<file path="src/rtl/lfg_pkg.sv">
`timescale 1ns / 1ps
`default_nettype none

package lfg_pkg;

    // bank geometry
    localparam int STREAMS     = 32;
    localparam int LANES       = 4;
    localparam int STREAM_W    = (STREAMS > 1) ? $clog2(STREAMS) : 1;
    localparam int LANE_W      = (LANES > 1) ? $clog2(LANES) : 1;
    localparam int STREAM_IN_W = 5;
    localparam int OUT_LANES   = 4;

    // history word layout: one row per (stream, position), all lanes side by side
    localparam int PTR_W  = 6;
    localparam int ADDR_W = STREAM_W + PTR_W;
    localparam int FRAC_W = 16;
    localparam int WORD_W = LANES * FRAC_W;
    localparam int SEED_W = 32;

    localparam logic [PTR_W-1:0] HIST_LAST   = 6'd54;
    localparam logic [PTR_W-1:0] SHORT_START = 6'd23;
    localparam logic [PTR_W-1:0] LONG_START  = 6'd54;

    localparam logic [SEED_W-1:0] SEED_MULT = 32'd3141592621;

    typedef enum logic
    {
        OP_DRAW   = 1'b0,
        OP_RESEED = 1'b1
    } op_t;

    typedef enum logic [1:0]
    {
        ST_IDLE,
        ST_ADD,
        ST_SEED
    } state_t;

    typedef struct packed
    {
        logic                   op;
        logic [STREAM_IN_W-1:0] stream;
    } in_item_t;

    typedef struct packed
    {
        logic [FRAC_W-1:0] rand_lane0;
        logic [FRAC_W-1:0] rand_lane1;
        logic [FRAC_W-1:0] rand_lane2;
        logic [FRAC_W-1:0] rand_lane3;
    } out_item_t;

    typedef struct packed
    {
        logic              en;
        logic [ADDR_W-1:0] addr;
        logic [WORD_W-1:0] data;
    } mem_wr_t;

    typedef struct packed
    {
        logic issue;
        logic commit;
        logic clear_ptrs;
    } draw_ctl_t;

endpackage

`default_nettype wire

</file>
<file path="src/rtl/lfg_draw.sv">
`timescale 1ns / 1ps
`default_nettype none

module lfg_draw (
    input  wire logic                            clk,
    input  wire logic                            rst_n,
    input  wire lfg_pkg::draw_ctl_t              ctl,
    input  wire logic [lfg_pkg::STREAM_IN_W-1:0] stream,
    output logic      [lfg_pkg::ADDR_W-1:0]      rd_addr_long,
    output logic      [lfg_pkg::ADDR_W-1:0]      rd_addr_short,
    input  wire logic [lfg_pkg::WORD_W-1:0]      rd_long,
    input  wire logic [lfg_pkg::WORD_W-1:0]      rd_short,
    output lfg_pkg::mem_wr_t                     wr,
    output logic                                 out_valid,
    input  wire logic                            out_stall,
    output lfg_pkg::out_item_t                   out_data,
    output logic                                 out_free
);

    logic [lfg_pkg::PTR_W-1:0]    short_ptr_reg [lfg_pkg::STREAMS];
    logic [lfg_pkg::PTR_W-1:0]    long_ptr_reg  [lfg_pkg::STREAMS];
    logic [lfg_pkg::STREAM_W-1:0] cur_strm_reg;
    logic [lfg_pkg::PTR_W-1:0]    short_reg;
    logic [lfg_pkg::PTR_W-1:0]    long_reg;
    logic                         out_valid_reg;
    logic                         out_valid_next;
    lfg_pkg::out_item_t           out_data_reg;
    lfg_pkg::out_item_t           out_data_next;

    logic [lfg_pkg::STREAM_W+lfg_pkg::STREAM_IN_W-1:0] stream_ext;
    logic [lfg_pkg::STREAM_W-1:0]                      idx;
    logic [lfg_pkg::LANES-1:0][lfg_pkg::FRAC_W-1:0]    lane_sum;
    logic [lfg_pkg::OUT_LANES-1:0][lfg_pkg::FRAC_W-1:0] out_lanes;

    function automatic logic [lfg_pkg::PTR_W-1:0] step_back(input logic [lfg_pkg::PTR_W-1:0] p);
        return (p == '0) ? lfg_pkg::HIST_LAST : p - 1'b1;
    endfunction

    // stream select and lag reads
    assign stream_ext    = {{lfg_pkg::STREAM_W{1'b0}}, stream};
    assign idx           = stream_ext[lfg_pkg::STREAM_W-1:0];
    assign rd_addr_long  = {idx, long_ptr_reg[idx]};
    assign rd_addr_short = {idx, short_ptr_reg[idx]};

    // one adder per lane
    for (genvar l = 0; l < lfg_pkg::LANES; l++)
    begin : g_lane
        assign lane_sum[l] = rd_long[l*lfg_pkg::FRAC_W +: lfg_pkg::FRAC_W]
                           + rd_short[l*lfg_pkg::FRAC_W +: lfg_pkg::FRAC_W];
    end

    // write back at the long lag
    assign wr.en   = ctl.commit;
    assign wr.addr = {cur_strm_reg, long_reg};
    assign wr.data = lane_sum;

    // merge lanes into the result fields
    for (genvar g = 0; g < lfg_pkg::OUT_LANES; g++)
    begin : g_merge
        if (g < lfg_pkg::LANES)
        begin : g_used
            assign out_lanes[g] = lane_sum[g];
        end
        else
        begin : g_absent
            assign out_lanes[g] = '0;
        end
    end

    always_comb
    begin
        out_data_next.rand_lane0 = out_lanes[0];
        out_data_next.rand_lane1 = out_lanes[1];
        out_data_next.rand_lane2 = out_lanes[2];
        out_data_next.rand_lane3 = out_lanes[3];
    end

    // output register
    assign out_free = !out_valid_reg || !out_stall;

    always_comb
    begin
        out_valid_next = out_valid_reg && out_stall;
        if (ctl.commit)
        begin
            out_valid_next = 1'b1;
        end
    end

    always_ff @(posedge clk or negedge rst_n)
    begin
        if (!rst_n)
        begin
            out_valid_reg <= 1'b0;
        end
        else
        begin
            out_valid_reg <= out_valid_next;
        end
    end

    always_ff @(posedge clk)
    begin
        if (ctl.commit)
        begin
            out_data_reg <= out_data_next;
        end
        if (ctl.issue)
        begin
            cur_strm_reg <= idx;
            short_reg    <= short_ptr_reg[idx];
            long_reg     <= long_ptr_reg[idx];
        end
    end

    assign out_valid = out_valid_reg;
    assign out_data  = out_data_reg;

    // per-stream lag pointers
    always_ff @(posedge clk or negedge rst_n)
    begin
        if (!rst_n)
        begin
            for (int s = 0; s < lfg_pkg::STREAMS; s++)
            begin
                short_ptr_reg[s] <= lfg_pkg::SHORT_START;
                long_ptr_reg[s]  <= lfg_pkg::LONG_START;
            end
        end
        else if (ctl.clear_ptrs)
        begin
            for (int s = 0; s < lfg_pkg::STREAMS; s++)
            begin
                short_ptr_reg[s] <= lfg_pkg::SHORT_START;
                long_ptr_reg[s]  <= lfg_pkg::LONG_START;
            end
        end
        else if (ctl.commit)
        begin
            short_ptr_reg[cur_strm_reg] <= step_back(short_reg);
            long_ptr_reg[cur_strm_reg]  <= step_back(long_reg);
        end
    end

endmodule

`default_nettype wire

</file>
<file path="config.mk">
export PLATFORM = sky130hd
export DESIGN_NAME = lfg_draw
export DESIGN_NICKNAME = d
export VERILOG_FILES = /design/src/rtl/lfg_pkg.sv /design/src/rtl/lfg_draw.sv
export SDC_FILE = /design/constraint.sdc
export NUM_CORES = 1
export LEC_CHECK = 0
export BUFFER_PORTS_ARGS = -buffer_cell sky130_fd_sc_hd__buf_2
export CAP_MARGIN = 20
export CORE_MARGIN = 4
export CORE_UTILIZATION = 53
export CTS_CLUSTER_DIAMETER = 60
export DETAILED_ROUTE_END_ITERATION = 6
export PLACE_DENSITY = 0.77
export SKIP_CTS_REPAIR_TIMING = 1
export SLEW_MARGIN = 5
export SYNTH_ARGS = -nofsm -noshare
export SYNTH_HDL_FRONTEND = slang
export SYNTH_SLANG_ARGS = --single-unit
</file>
<file path="constraint.sdc">
create_clock -name clk -period 2.6 [get_ports clk]
set_input_delay 0.39 -clock clk [delete_from_list [all_inputs] [get_ports clk]]
set_output_delay 0.39 -clock clk [all_outputs]
set_load 0.1 [all_outputs]
</file>
==> impl_metrics.py <==
metrics = {
    "placed_design": {
        "dpl.hpwl_mm": 48.31,
        "numPortBuffers": 302,
        "dp.cells": 3034,
        "dp_slack_ns": -0.3124,
        "place.gp.congestion": 0.8922,
    },
    "final_layout": {
        "drive_gt1_frac": 0.4370,
        "stdcell_count": 3149,
        "num_antenna_cells": 0,
        "n_fill_cell": 2924,
        "area.growth.synth_to_final_pct": 31.07,
        "multi_input_area_sq_mm": 0.01271,
        "layout.nets": 2712,
        "seqCellArea_sq_mm": 0.01239,
    },
    "synth": {
        "ys_ff_latch": 466,
        "ys.flop_type": "dfstp_2",
        "synth_edf_count": 81,
        "yosysWarningCount": 0,
        "syn_area_sq_mm": 0.02425,
        "synth_cell_types": 62,
        "synth_nets": 2337,
        "synth_area_per_cell_sq_um": 11.39,
        "postSynthCellCount": 2130,
        "async_flop_share": 0.8262,
        "synth-seq-area-share": 0.5108,
    },
    "routing": {
        "first_pass_iters": 6,
        "routed_wl_mm": 72.72,
        "vias": 20020,
        "viasPerCell": 6.357,
        "first_iter_violations": 1819,
        "wire_per_inst_microns": 23.09,
        "drc_errors": 0,
        "ant_nets": 0,
    },
    "setup_path": {
        "reg2reg_depth": 8,
        "path_common_cell": "mux4_2",
        "cp-start-kind": "flip-flop",
        "endpoint_kind": "output pin",
        "path_class": "flip-flop to output pin",
        "worstPathArrival_ns": 2.52,
        "max_stage_delay_ns": 0.53,
        "crit_chain": "mux4_2 -> mux4_2 -> mux2_4 -> buf_12",
        "cp_data_required_time_ns": 2.21,
        "crit_fanout": 2,
        "crit_slowest_cell": "mux4_2",
    },
    "power_and_ir_drop": {
        "total_leakage_power_uw": 0.01261,
        "p_int_uw": 14130,
        "p_sw_uw": 7818,
        "sequentialPowerShare": 0.362,
        "ir_drop_mv": 0.8446,
        "swShare": 0.3562,
        "p_per_area_mw_per_mm2": 690.5,
        "comb_power_share": 0.303,
        "power.share.clock": 0.335,
        "finalPower_uw": 21950,
    },
    "timing": {
        "worst_clock_skew_ns": 0.01976,
        "fin_crit_ns": 2.912,
        "setup-violations-final": 18,
        "rsz0062_at_grt": "yes",
        "slew_viol_final": 0,
        "hold_viol": 0,
        "tightest_slew_ns": 0.8750,
        "fin_setup_tns_ns": -3.480,
        "finalCritPeriodShare": 1.120,
        "fmax_mhz": 343.4,
        "worst_slack_ns": -0.3118,
        "slew_headroom": 0.4153,
    },
    "global_route": {
        "grt_max_degree": 93,
        "use_met2": 0.4811,
        "grt_pass1_wl_mm": 112.3,
        "busiest_layer": "met2",
        "antenna_found_initial": 0,
        "global_route.usage.met1": 0.3501,
        "overflow": 0,
        "first_global_vias": 20720,
        "use_met3": 0.05600,
        "track_usage": 0.2823,
    },
    "hold_path": {
        "holdPathStages": 3,
        "hp-class": "input pin to flip-flop",
    },
    "die": {
        "die_x_microns": 221.9,
        "die_h_microns": 221.9,
        "dieArea_sq_mm": 0.04924,
        "num_rows": 78,
        "core_area_sq_mm": 0.04528,
        "io_pins": 303,
        "initial_core_util": 0.5356,
    },
    "clock_tree": {
        "cts_htree_levels": 2,
        "clock_latency_ns": 0.59,
        "clk_pin_slew_ns": 0.06,
        "cts.sinks": 466,
        "cts_tree": "yes",
        "cts_buffers": 52,
        "cts_root_buf": "clkbuf_16",
        "cts_buffer_depth": 3,
    },
    "status": {
        "violations": "setup timing",
        "outcome": "finished, violations left",
    },
    "run": {
        "drv_cap": 0,
    },
}
power groups by stage:
stage / registers, uW / clock network, uW / logic [uW]
floorplan: 9270 / 0 / 3300
global placement: 8050 / 0 / 6310
detailed placement: 8060 / 0 / 6390
CTS: 7950 / 7500 / 6420
global route: 7970 / 7800 / 6890
finish: 7950 / 7350 / 6650
layout make-up:
| cell class | count | share of cell area |
|---|---|---|
| multi-input cells | 1478 | 0.4000 |
| inverters | 24 | 0.002834 |
| clock buffers | 83 | 0.05042 |
| flip-flops and latches | 466 | 0.3897 |
| repair buffers | 483 | 0.1296 |
| well taps | 600 | 0.02362 |
| clock inverters | 15 | 0.003818 |
routing by layer:
| layer | up-vias | share of wire |
|---|---|---|
| met3 | 249 | 0.081 |
| met1 | 10120 | 0.37 |
| met4 | 0 | 0.045 |
| met5 | - | 0 |
| met2 | 1053 | 0.51 |
| li1 | 8601 | - |
stage by stage:
step | utilization | cell area [sq um] | hold WS (ns)
5_1_grt | 0.7020 | 31790 | 0.08002
6_report | 0.7020 | 31790 | 0.08335
4_1_cts | 0.6818 | 30870 | -0.3642
3_3_place_gp | 0.6437 | 29150 | 0.2772
3_5_place_dp | 0.6437 | 29150 | 0.2800
2_1_floorplan | - | 25370 | 0.09441
cells by family after synthesis:
family                     synth area share
xor gates and xnor gates            0.01878
AOI/OAI and AO/OA                    0.1723
DFF                                  0.5108
and+or+nand+nor                      0.1109
muxes                                0.1187
buffers and inverters               0.03235
adders and majority gates           0.03632
Yosys cell counts, drive strengths merged (10+ instances only):
cell	number	area share
xor2	24	0.0087
clkbuf	136	0.021
o21a	10	0.0031
nand3	11	0.0023
nand2b	15	0.0039
nand2	188	0.029
o21ai	34	0.0070
xnor2	28	0.010
inv	24	0.0037
a21o	21	0.0065
nor3	14	0.0029
mux4	120	0.11
dfstp	256	0.28
edfxtp	81	0.10
buf	26	0.0076
nor2b	13	0.0034
a211oi	68	0.021
a21oi	117	0.024
a211o	250	0.090
mux2	12	0.0056
ha	64	0.033
dfrtp	129	0.13
nor2	389	0.060
cells in the final DEF (no fill, tap or decap), types with 19 or more instances in the layout:
cell type  count
nor2_1       382
dfstp_2      256
a211o_1      249
buf_2        231
nand2_1      188
buf_4        158
dfrtp_1      129
mux4_2       120
a21oi_1       99
edfxtp_1      81
buf_12        81
a211oi_1      65
clkbuf_16     56
ha_1          33
ha_4          27
inv_1         24
a21o_1        20
o21ai_0       19
critical path: cells and delay by family, from the launching register on:
| family | cells | cell delay (ns) |
|---|---|---|
| buf+inv | 1 | 0.17 |
| mux | 3 | 1.34 |
| flops | 1 | 0.42 |
worst paths after layout:
check	startpoint	end	slack (ns)
setup / recovery	long_ptr_reg[186]	rd_addr_long[0]	-0.31
hold / removal	out_stall	out_valid	0.08
setup reg to reg	long_reg[0]	long_ptr_reg[134]	0.24
hold reg to reg	short_ptr_reg[186]	short_ptr_reg[186]	0.50
max in group asynchronous	rst_n	long_ptr_reg[26]	1.53
min in group asynchronous	rst_n	long_ptr_reg[150]	0.27
No activity file was read; power rests on OpenSTA's default activity.
