### src/rtl/lfg_pkg.sv
`timescale 1ns / 1ps
`default_nettype none

package lfg_pkg;

    // bank geometry
    localparam int STREAMS     = 32;
    localparam int LANES       = 4;
    localparam int STREAM_W    = (STREAMS > 1) ? $clog2(STREAMS) : 1;
    localparam int LANE_W      = (LANES > 1) ? $clog2(LANES) : 1;
    localparam int STREAM_IN_W = 5;
    localparam int OUT_LANES   = 4;

    // history word layout: one row per (stream, position), all lanes side by side
    localparam int PTR_W  = 6;
    localparam int ADDR_W = STREAM_W + PTR_W;
    localparam int FRAC_W = 16;
    localparam int WORD_W = LANES * FRAC_W;
    localparam int SEED_W = 32;

    localparam logic [PTR_W-1:0] HIST_LAST   = 6'd54;
    localparam logic [PTR_W-1:0] SHORT_START = 6'd23;
    localparam logic [PTR_W-1:0] LONG_START  = 6'd54;

    localparam logic [SEED_W-1:0] SEED_MULT = 32'd3141592621;

    typedef enum logic
    {
        OP_DRAW   = 1'b0,
        OP_RESEED = 1'b1
    } op_t;

    typedef enum logic [1:0]
    {
        ST_IDLE,
        ST_ADD,
        ST_SEED
    } state_t;

    typedef struct packed
    {
        logic                   op;
        logic [STREAM_IN_W-1:0] stream;
    } in_item_t;

    typedef struct packed
    {
        logic [FRAC_W-1:0] rand_lane0;
        logic [FRAC_W-1:0] rand_lane1;
        logic [FRAC_W-1:0] rand_lane2;
        logic [FRAC_W-1:0] rand_lane3;
    } out_item_t;

    typedef struct packed
    {
        logic              en;
        logic [ADDR_W-1:0] addr;
        logic [WORD_W-1:0] data;
    } mem_wr_t;

    typedef struct packed
    {
        logic issue;
        logic commit;
        logic clear_ptrs;
    } draw_ctl_t;

endpackage

`default_nettype wire

### src/rtl/lfg_seeder.sv
`timescale 1ns / 1ps
`default_nettype none

module lfg_seeder (
    input  wire logic                         clk,
    input  wire logic                         rst_n,
    input  wire logic                         start,
    input  wire logic [lfg_pkg::SEED_W-1:0]   seed_value,
    output lfg_pkg::mem_wr_t                  wr,
    output logic                              done
);

    logic                          active_reg;
    logic [lfg_pkg::STREAM_W-1:0]  strm_cnt_reg;
    logic [lfg_pkg::PTR_W-1:0]     word_cnt_reg;
    logic [lfg_pkg::LANE_W-1:0]    lane_cnt_reg;
    logic [lfg_pkg::SEED_W-1:0]    x_reg;
    logic [lfg_pkg::SEED_W-1:0]    x_next;
    logic [lfg_pkg::LANES-1:0][lfg_pkg::FRAC_W-1:0] lane_buf_reg;
    logic [lfg_pkg::LANES-1:0][lfg_pkg::FRAC_W-1:0] word_data;

    logic [lfg_pkg::SEED_W-1:0] x_inc;
    logic [lfg_pkg::SEED_W-1:0] x_mul;
    logic [lfg_pkg::SEED_W-1:0] x_restart;
    logic [lfg_pkg::FRAC_W-1:0] value;
    logic                       last_lane;
    logic                       last_word;
    logic                       last_strm;

    assign value     = x_reg[lfg_pkg::SEED_W-1 -: lfg_pkg::FRAC_W];
    assign last_lane = (lane_cnt_reg == lfg_pkg::LANE_W'(lfg_pkg::LANES - 1));
    assign last_word = (word_cnt_reg == lfg_pkg::HIST_LAST);
    assign last_strm = (strm_cnt_reg == lfg_pkg::STREAM_W'(lfg_pkg::STREAMS - 1));

    // sequence step and per-stream restart value
    assign x_inc     = x_reg + 32'd1;
    assign x_mul     = x_inc * lfg_pkg::SEED_MULT;
    assign x_restart = seed_value + lfg_pkg::SEED_W'(strm_cnt_reg) + 32'd1;

    always_comb
    begin
        x_next = x_reg;
        if (start)
        begin
            x_next = seed_value;
        end
        else if (active_reg)
        begin
            if (last_lane && last_word)
            begin
                x_next = x_restart;
            end
            else
            begin
                x_next = x_mul;
            end
        end
    end

    // assemble the row: current value lands in its lane, earlier lanes from the buffer
    for (genvar l = 0; l < lfg_pkg::LANES; l++)
    begin : g_word
        assign word_data[l] = (lane_cnt_reg == lfg_pkg::LANE_W'(l)) ? value : lane_buf_reg[l];
    end

    assign wr.en   = active_reg && last_lane;
    assign wr.addr = {strm_cnt_reg, word_cnt_reg};
    assign wr.data = word_data;
    assign done    = active_reg && last_lane && last_word && last_strm;

    // sequence register and lane buffer
    always_ff @(posedge clk)
    begin
        x_reg <= x_next;
        if (active_reg)
        begin
            lane_buf_reg[lane_cnt_reg] <= value;
        end
    end

    // fill counters
    always_ff @(posedge clk or negedge rst_n)
    begin
        if (!rst_n)
        begin
            active_reg   <= 1'b0;
            strm_cnt_reg <= '0;
            word_cnt_reg <= '0;
            lane_cnt_reg <= '0;
        end
        else if (start)
        begin
            active_reg   <= 1'b1;
            strm_cnt_reg <= '0;
            word_cnt_reg <= '0;
            lane_cnt_reg <= '0;
        end
        else if (active_reg)
        begin
            if (done)
            begin
                active_reg <= 1'b0;
            end
            if (last_lane)
            begin
                lane_cnt_reg <= '0;
                if (last_word)
                begin
                    word_cnt_reg <= '0;
                    strm_cnt_reg <= last_strm ? '0 : strm_cnt_reg + 1'b1;
                end
                else
                begin
                    word_cnt_reg <= word_cnt_reg + 1'b1;
                end
            end
            else
            begin
                lane_cnt_reg <= lane_cnt_reg + 1'b1;
            end
        end
    end

endmodule

`default_nettype wire

### config.mk
export PLATFORM = sky130hd
export DESIGN_NAME = lfg_seeder
export DESIGN_NICKNAME = d
export VERILOG_FILES = /design/src/rtl/lfg_pkg.sv /design/src/rtl/lfg_seeder.sv
export SDC_FILE = /design/constraint.sdc
export NUM_CORES = 1
export LEC_CHECK = 0
export ABC_AREA = 1
export BUFFER_PORTS_ARGS = -buffer_cell sky130_fd_sc_hd__buf_4
export CORE_MARGIN = 3
export CORE_UTILIZATION = 55
export DETAILED_ROUTE_END_ITERATION = 10
export GPL_TIMING_DRIVEN = 0
export PLACE_DENSITY = 0.77
export SETUP_SLACK_MARGIN = 0.5
export SLEW_MARGIN = 0
export SYNTH_ARGS = -nofsm -noshare
export SYNTH_HDL_FRONTEND = slang
export SYNTH_SLANG_ARGS = --single-unit
### constraint.sdc
create_clock -name clk -period 10.2 [get_ports clk]
set_input_delay 1.53 -clock clk [delete_from_list [all_inputs] [get_ports clk]]
set_output_delay 1.53 -clock clk [all_outputs]
set_load 0.02 [all_outputs]
==> results of run 1 <==
-- critical path: cells and delay by family (launching register included) --
family	cells	cell delay, ps
AO/OA/AOI/OAI	6	1480
AND/OR/NAND/NOR	6	1070
XOR/XNOR	2	920
adder cells (fa/ha/maj)	9	3860
flip-flops	1	530
buffers and inverters	6	570
-- stage by stage --
| stage | cells | hold slack, ps | utilization [%] | instance area (um2) | setup slack, ps |
|---|---|---|---|---|---|
| after global placement | 2219 | 505.1 | 60.76 | 16420 | 1734 |
| after global routing | 2235 | 564.9 | 61.81 | 16710 | 971.1 |
| after floorplan | 1768 | 481.6 | - | 15170 | 3013 |
| final | 2235 | 540.7 | 61.81 | 16710 | 1445 |
| after CTS | 2235 | 542.0 | 61.81 | 16700 | 1639 |
| after detailed placement | 2219 | 519.2 | 60.76 | 16420 | 1739 |
-- placed cells by master, fill, tap and decap left out, drive strengths merged, types with 3 or more instances in the layout --
cell type | netlist | final
nand3 | 59 | 59
a22oi | 7 | 7
or2 | 12 | 12
nand4 | 19 | 19
dfrtp | 14 | 14
a21o | 5 | 5
buf | 9 | 119
a211oi | 3 | 3
fa | 151 | 151
o211ai | 8 | 8
o21ai | 58 | 58
xor2 | 51 | 51
mux2 | 24 | 24
nor4 | 8 | 8
nor3 | 25 | 25
a21oi | 111 | 111
inv | 426 | 430
nand2 | 233 | 233
edfxtp | 96 | 96
clkinv | 3 | 5
o21bai | 7 | 7
xnor2 | 28 | 28
clkbuf | 21 | 31
ha | 200 | 200
a31oi | 12 | 12
nor2 | 161 | 161
-- how the worst max path moves through the flow --
stage	to	slack, ps	from
6_report	x_reg[23]	1440	x_reg[0]
5_1_grt	x_reg[23]	970	x_reg[0]
2_1_floorplan	x_reg[29]	3010	x_reg[0]
4_1_cts	x_reg[23]	1640	x_reg[0]
3_3_place_gp	x_reg[23]	1730	x_reg[0]
3_5_place_dp	x_reg[23]	1740	x_reg[0]
-- area by class of cell --
cell class | count | area [um2]
plain buffers | 30 | 172.7
clock buffers | 10 | 229.0
clock inverters | 6 | 52.55
fillers | 2372 | 10320
inverters | 429 | 1612
multi-input cells | 1199 | 10150
flip-flops and latches | 110 | 3233
well taps | 341 | 426.7
repair buffers | 110 | 825.8
-- metal layers --
layer / vias up / track usage (%) / share of wire (%)
met4: 2 / 7.740 / 3.0
met3: 92 / 5.098 / 8.8
li1: 5866 / - / -
met5: - / 0 / 0.026
met2: 603 / 48.82 / 47
met1: 5907 / 40.93 / 41
-- logic make-up after synthesis --
kind of cell / count (synthesis)
adders and majority gates: 351
DFF: 110
and+or+nand+nor: 523
xor gates and xnor gates: 80
buffers and inverters: 459
AOI/OAI and AO/OA: 221
muxes: 24
==> results.json, run 1 <==
{
  "numPortBuffers": 110,
  "antenna_found_initial": 1,
  "grt_pass1_vias": 12580,
  "grt_overflow": 0,
  "postRouteAntennaNets": 0,
  "cts-hold-fix-buffers": 0,
  "clockRootBuffer": "clkbuf_16",
  "routedWlPerCell_um": 19.25,
  "synthesis.area_per_instance_um2": 8.580,
  "cts_tree": "done",
  "synthAdderAreaFrac_pct": 36.42,
  "slew_headroom_pct": 29.58,
  "r2r_setup_slack_ps": 1440,
  "ctsHtreeMaxLevel": 3,
  "min_path_cells": 2,
  "path_class": "register to register",
  "hold_viol": 0,
  "synth_compound_area_share_pct": 8.124,
  "clkLatencyLatePin_ps": 350,
  "required_ps": 10240,
  "slowest_stage": "xor2_1",
  "finalClockSkew_ps": 10.15,
  "synth.distinct_cells": 55,
  "rows": 60,
  "synth_top_area_share_pct": 19.93,
  "cap_violations": 0,
  "outcome": "finished, final reports clean",
  "drive_above_1_share_pct": 12.25,
  "totalWireLength_um": 43010,
  "dieWidth_um": 172.1,
  "synth_area_leaders": "fa_1 20%, edfxtp_1 19%, ha_1 16%",
  "cp_data_arrival_time_ps": 8800,
  "pin_count": 112,
  "hold_class": "register to register",
  "largest_reg_flops": 64,
  "dp_hpwl_um": 36610,
  "min_period_ps": 8755,
  "netlist_instances": 1768,
  "synth_xor_xnor_area_share_pct": 4.759,
  "synth_flop_cell": "edfxtp_1",
  "report.final.slew_viol_count": 0,
  "synthTopCellsByCount": "422 x inv_1, 206 x nand2_1, 200 x ha_1",
  "syn_to_final_growth_pct": 10.13,
  "yosysMostFrequentCell": "inv_1",
  "synth_top_family_by_area": "adder cells",
  "post_cts_buffers": 0,
  "vias": 12470,
  "viasPerCell": 5.579,
  "max_freq_mhz": 114.2,
  "path_max_fanout": 6,
  "fin_setup_tns_ps": 0,
  "reg2reg_from": "x_reg[0]",
  "syn_nets": 2154,
  "cts.sinks": 110,
  "crit_top_cell": "inv_1",
  "grt_max_degree": 34,
  "grt_setup_unrepaired": "false",
  "clk_pin_slew_ps": 80,
  "yosys_warnings": 0,
  "startpoint_type": "register",
  "placeableCoreArea_mm2": 0.02703,
  "drt-pass1-iter-count": 6,
  "synth-edff-count": 96,
  "cts_resized": 0,
  "critPathMaxStageDelay_ps": 720,
  "die_area_mm2": 0.02961,
  "drc_errors": 0,
  "worstHoldStart": "word_cnt_reg[5]",
  "synth-simple-area-share_pct": 15.84,
  "synth-seq-area-share_pct": 21.31,
  "start_util_pct": 56.13,
  "fin_crit_sh_pct": 85.84,
  "grt.total_usage_pct": 29.65,
  "cp-end-kind": "register",
  "cts_made_buffers": 9,
  "yosysTopAreaCell": "fa_1",
  "place_congestion": 1.026,
  "grt_first_pass_wirelength_um": 67240,
  "drt_iter0_drc": 1165,
  "worstMarginPinSlew_ps": 1049,
  "synth_area_mm2": 0.01517,
  "setup_violations": 0,
  "nets": 2275,
  "synth-seq-cells": 110,
  "r2r_end": "x_reg[23]",
  "rr_worst_depth": 29,
  "antennaDiodeCount": 0,
  "hold_end": "word_cnt_reg[5]",
  "clock_path_buffers": 2,
  "synth_mux_area_share_pct": 1.782,
  "die_y_um": 172.1,
  "ys_async_sr_fraction_pct": 12.73
}
Power of run 1 is left out: the tool's default activity adds up to more than one toggle a clock period on the data nets, which glitch-free logic cannot reach.
==> run 2: changes to the inputs <==
--- a/config.mk
+++ b/config.mk
@@ -9,2 +9,3 @@
 export BUFFER_PORTS_ARGS = -buffer_cell sky130_fd_sc_hd__buf_4
+export CAP_MARGIN = 15
 export CORE_MARGIN = 3
==> constraint.sdc (replaced) <==
create_clock -name clk -period 9 [get_ports clk]
set_input_delay 1.8 -clock clk [delete_from_list [all_inputs] [get_ports clk]]
set_output_delay 1.8 -clock clk [all_outputs]
set_load 0.02 [all_outputs]
==> run 2 against run 1 <==
  * Wire length fell by 0.52%
  * Sequential cell count unchanged
  * Critical path depth is 2 higher
  * Global-route usage shrank 0.090 points
  * Via count decreased by 0.12%
  * Design area up 0.80%
  * Critical path type unchanged
  * Critical endpoint is now x_reg[30]
==> results.json, run 2 (synthesis gave the netlist of run 1 again) <==
{
  "fin_setup_tns_ps": 0,
  "hold_class": "register to register",
  "outcome": "finished, final reports clean",
  "rows": 60,
  "cp_data_arrival_time_ps": 8250,
  "critPathMaxStageDelay_ps": 640,
  "ctsHtreeMaxLevel": 3,
  "clk_pin_slew_ps": 80,
  "syn_to_final_growth_pct": 11.01,
  "cts_tree": "done",
  "totalWireLength_um": 42790,
  "grt_overflow": 0,
  "finalClockSkew_ps": 8.964,
  "drc_errors": 0,
  "place_congestion": 1.026,
  "worstMarginPinSlew_ps": 1005,
  "slew_headroom_pct": 32.54,
  "drive_above_1_share_pct": 12.95,
  "grt_first_pass_wirelength_um": 67390,
  "numPortBuffers": 110,
  "routedWlPerCell_um": 19.10,
  "die_y_um": 172.1,
  "path_max_fanout": 5,
  "start_util_pct": 56.13,
  "drt-pass1-iter-count": 6,
  "slowest_stage": "fa_1",
  "placeableCoreArea_mm2": 0.02703,
  "postRouteAntennaNets": 0,
  "min_period_ps": 8142,
  "max_freq_mhz": 122.8,
  "antennaDiodeCount": 0,
  "path_class": "register to register",
  "required_ps": 9110,
  "largest_reg_flops": 64,
  "clockRootBuffer": "clkbuf_16",
  "hold_viol": 0,
  "critPathTopFamily": "adder cells",
  "cts.sinks": 110,
  "dp_hpwl_um": 36560,
  "cts-hold-fix-buffers": 0,
  "cap_violations": 0,
  "worst-path-buf-inv": 6,
  "cts_made_buffers": 9,
  "clkLatencyLatePin_ps": 360,
  "startpoint_type": "register",
  "drt_iter0_drc": 1181,
  "pin_count": 112,
  "nets": 2281,
  "grt_setup_unrepaired": "false",
  "cp-end-kind": "register",
  "report.final.slew_viol_count": 0,
  "setup_violations": 0,
  "layout_common_cells": "422 x inv_1, 205 x nand2_1, 200 x ha_1",
  "grt_max_degree": 21,
  "vias": 12460,
  "clock_path_buffers": 2,
  "layout_commonest_cell": "inv_1",
  "fin_crit_sh_pct": 90.47,
  "antenna_found_initial": 0,
  "die_area_mm2": 0.02961,
  "dieWidth_um": 172.1,
  "viasPerCell": 5.558,
  "grt_pass1_vias": 12580,
  "grt.total_usage_pct": 29.56
}
-- run 2: routing by layer --
metal  track usage (%)  share of wire, %
met1             41.86                42
met2             48.39                47
met3             3.749               8.1
met4             7.844               2.7
met5                 0                 0
-- run 2: worst reg2reg max path: cells and delay by family, from the launching register on --
family | cells | cell delay (ps)
AO/OA/AOI/OAI | 5 | 850
XOR/XNOR | 1 | 330
adder cells (fa/ha/maj) | 10 | 4450
buffers and inverters | 6 | 370
flip-flops | 1 | 510
AND/OR/NAND/NOR | 9 | 1410
-- run 2: final cells by class --
type / instances / area [um2]
inverter: 429 / 1612
buffer: 30 / 172.7
timing repair buffer: 116 / 890.9
clock inverter: 6 / 67.56
tap: 341 / 426.7
sequential: 110 / 3233
fill: 2343 / 10190
multi-input combinational: 1199 / 10200
clock buffer: 10 / 232.7
-- run 2: stage by stage --
step	cells	hold slack [ps]	utilization (%)	instance area [um2]	worst slack, ps
floorplan	1768	481.6	-	15170	1813
global placement	2219	505.1	60.76	16420	534.0
detailed placement	2220	519.7	60.87	16450	491.8
CTS	2236	542.8	62.03	16760	632.2
global route	2241	565.5	62.31	16840	524.7
finish	2241	541.9	62.31	16840	858.0
-- run 2: timing repair --
item | in CTS | in global routing
resized for setup | 2 | 8
pin swaps | 0 | 1
endpoints found under the setup margin | 1 | 10
buffers inserted | 0 | 5
-- run 2: final timing paths --
kind	start	to	slack (ps)	depth (start not counted)
max in group asynchronous	rst_n	lane_cnt_reg[1]	7560	1
min in group asynchronous	rst_n	strm_cnt_reg[0]	1270	1
min reg2reg	word_cnt_reg[5]	word_cnt_reg[5]	540	2
max reg2reg	x_reg[0]	x_reg[30]	860	31
max	x_reg[0]	x_reg[30]	860	31
min	word_cnt_reg[5]	word_cnt_reg[5]	540	2
Power of run 2 is left out for the same reason.
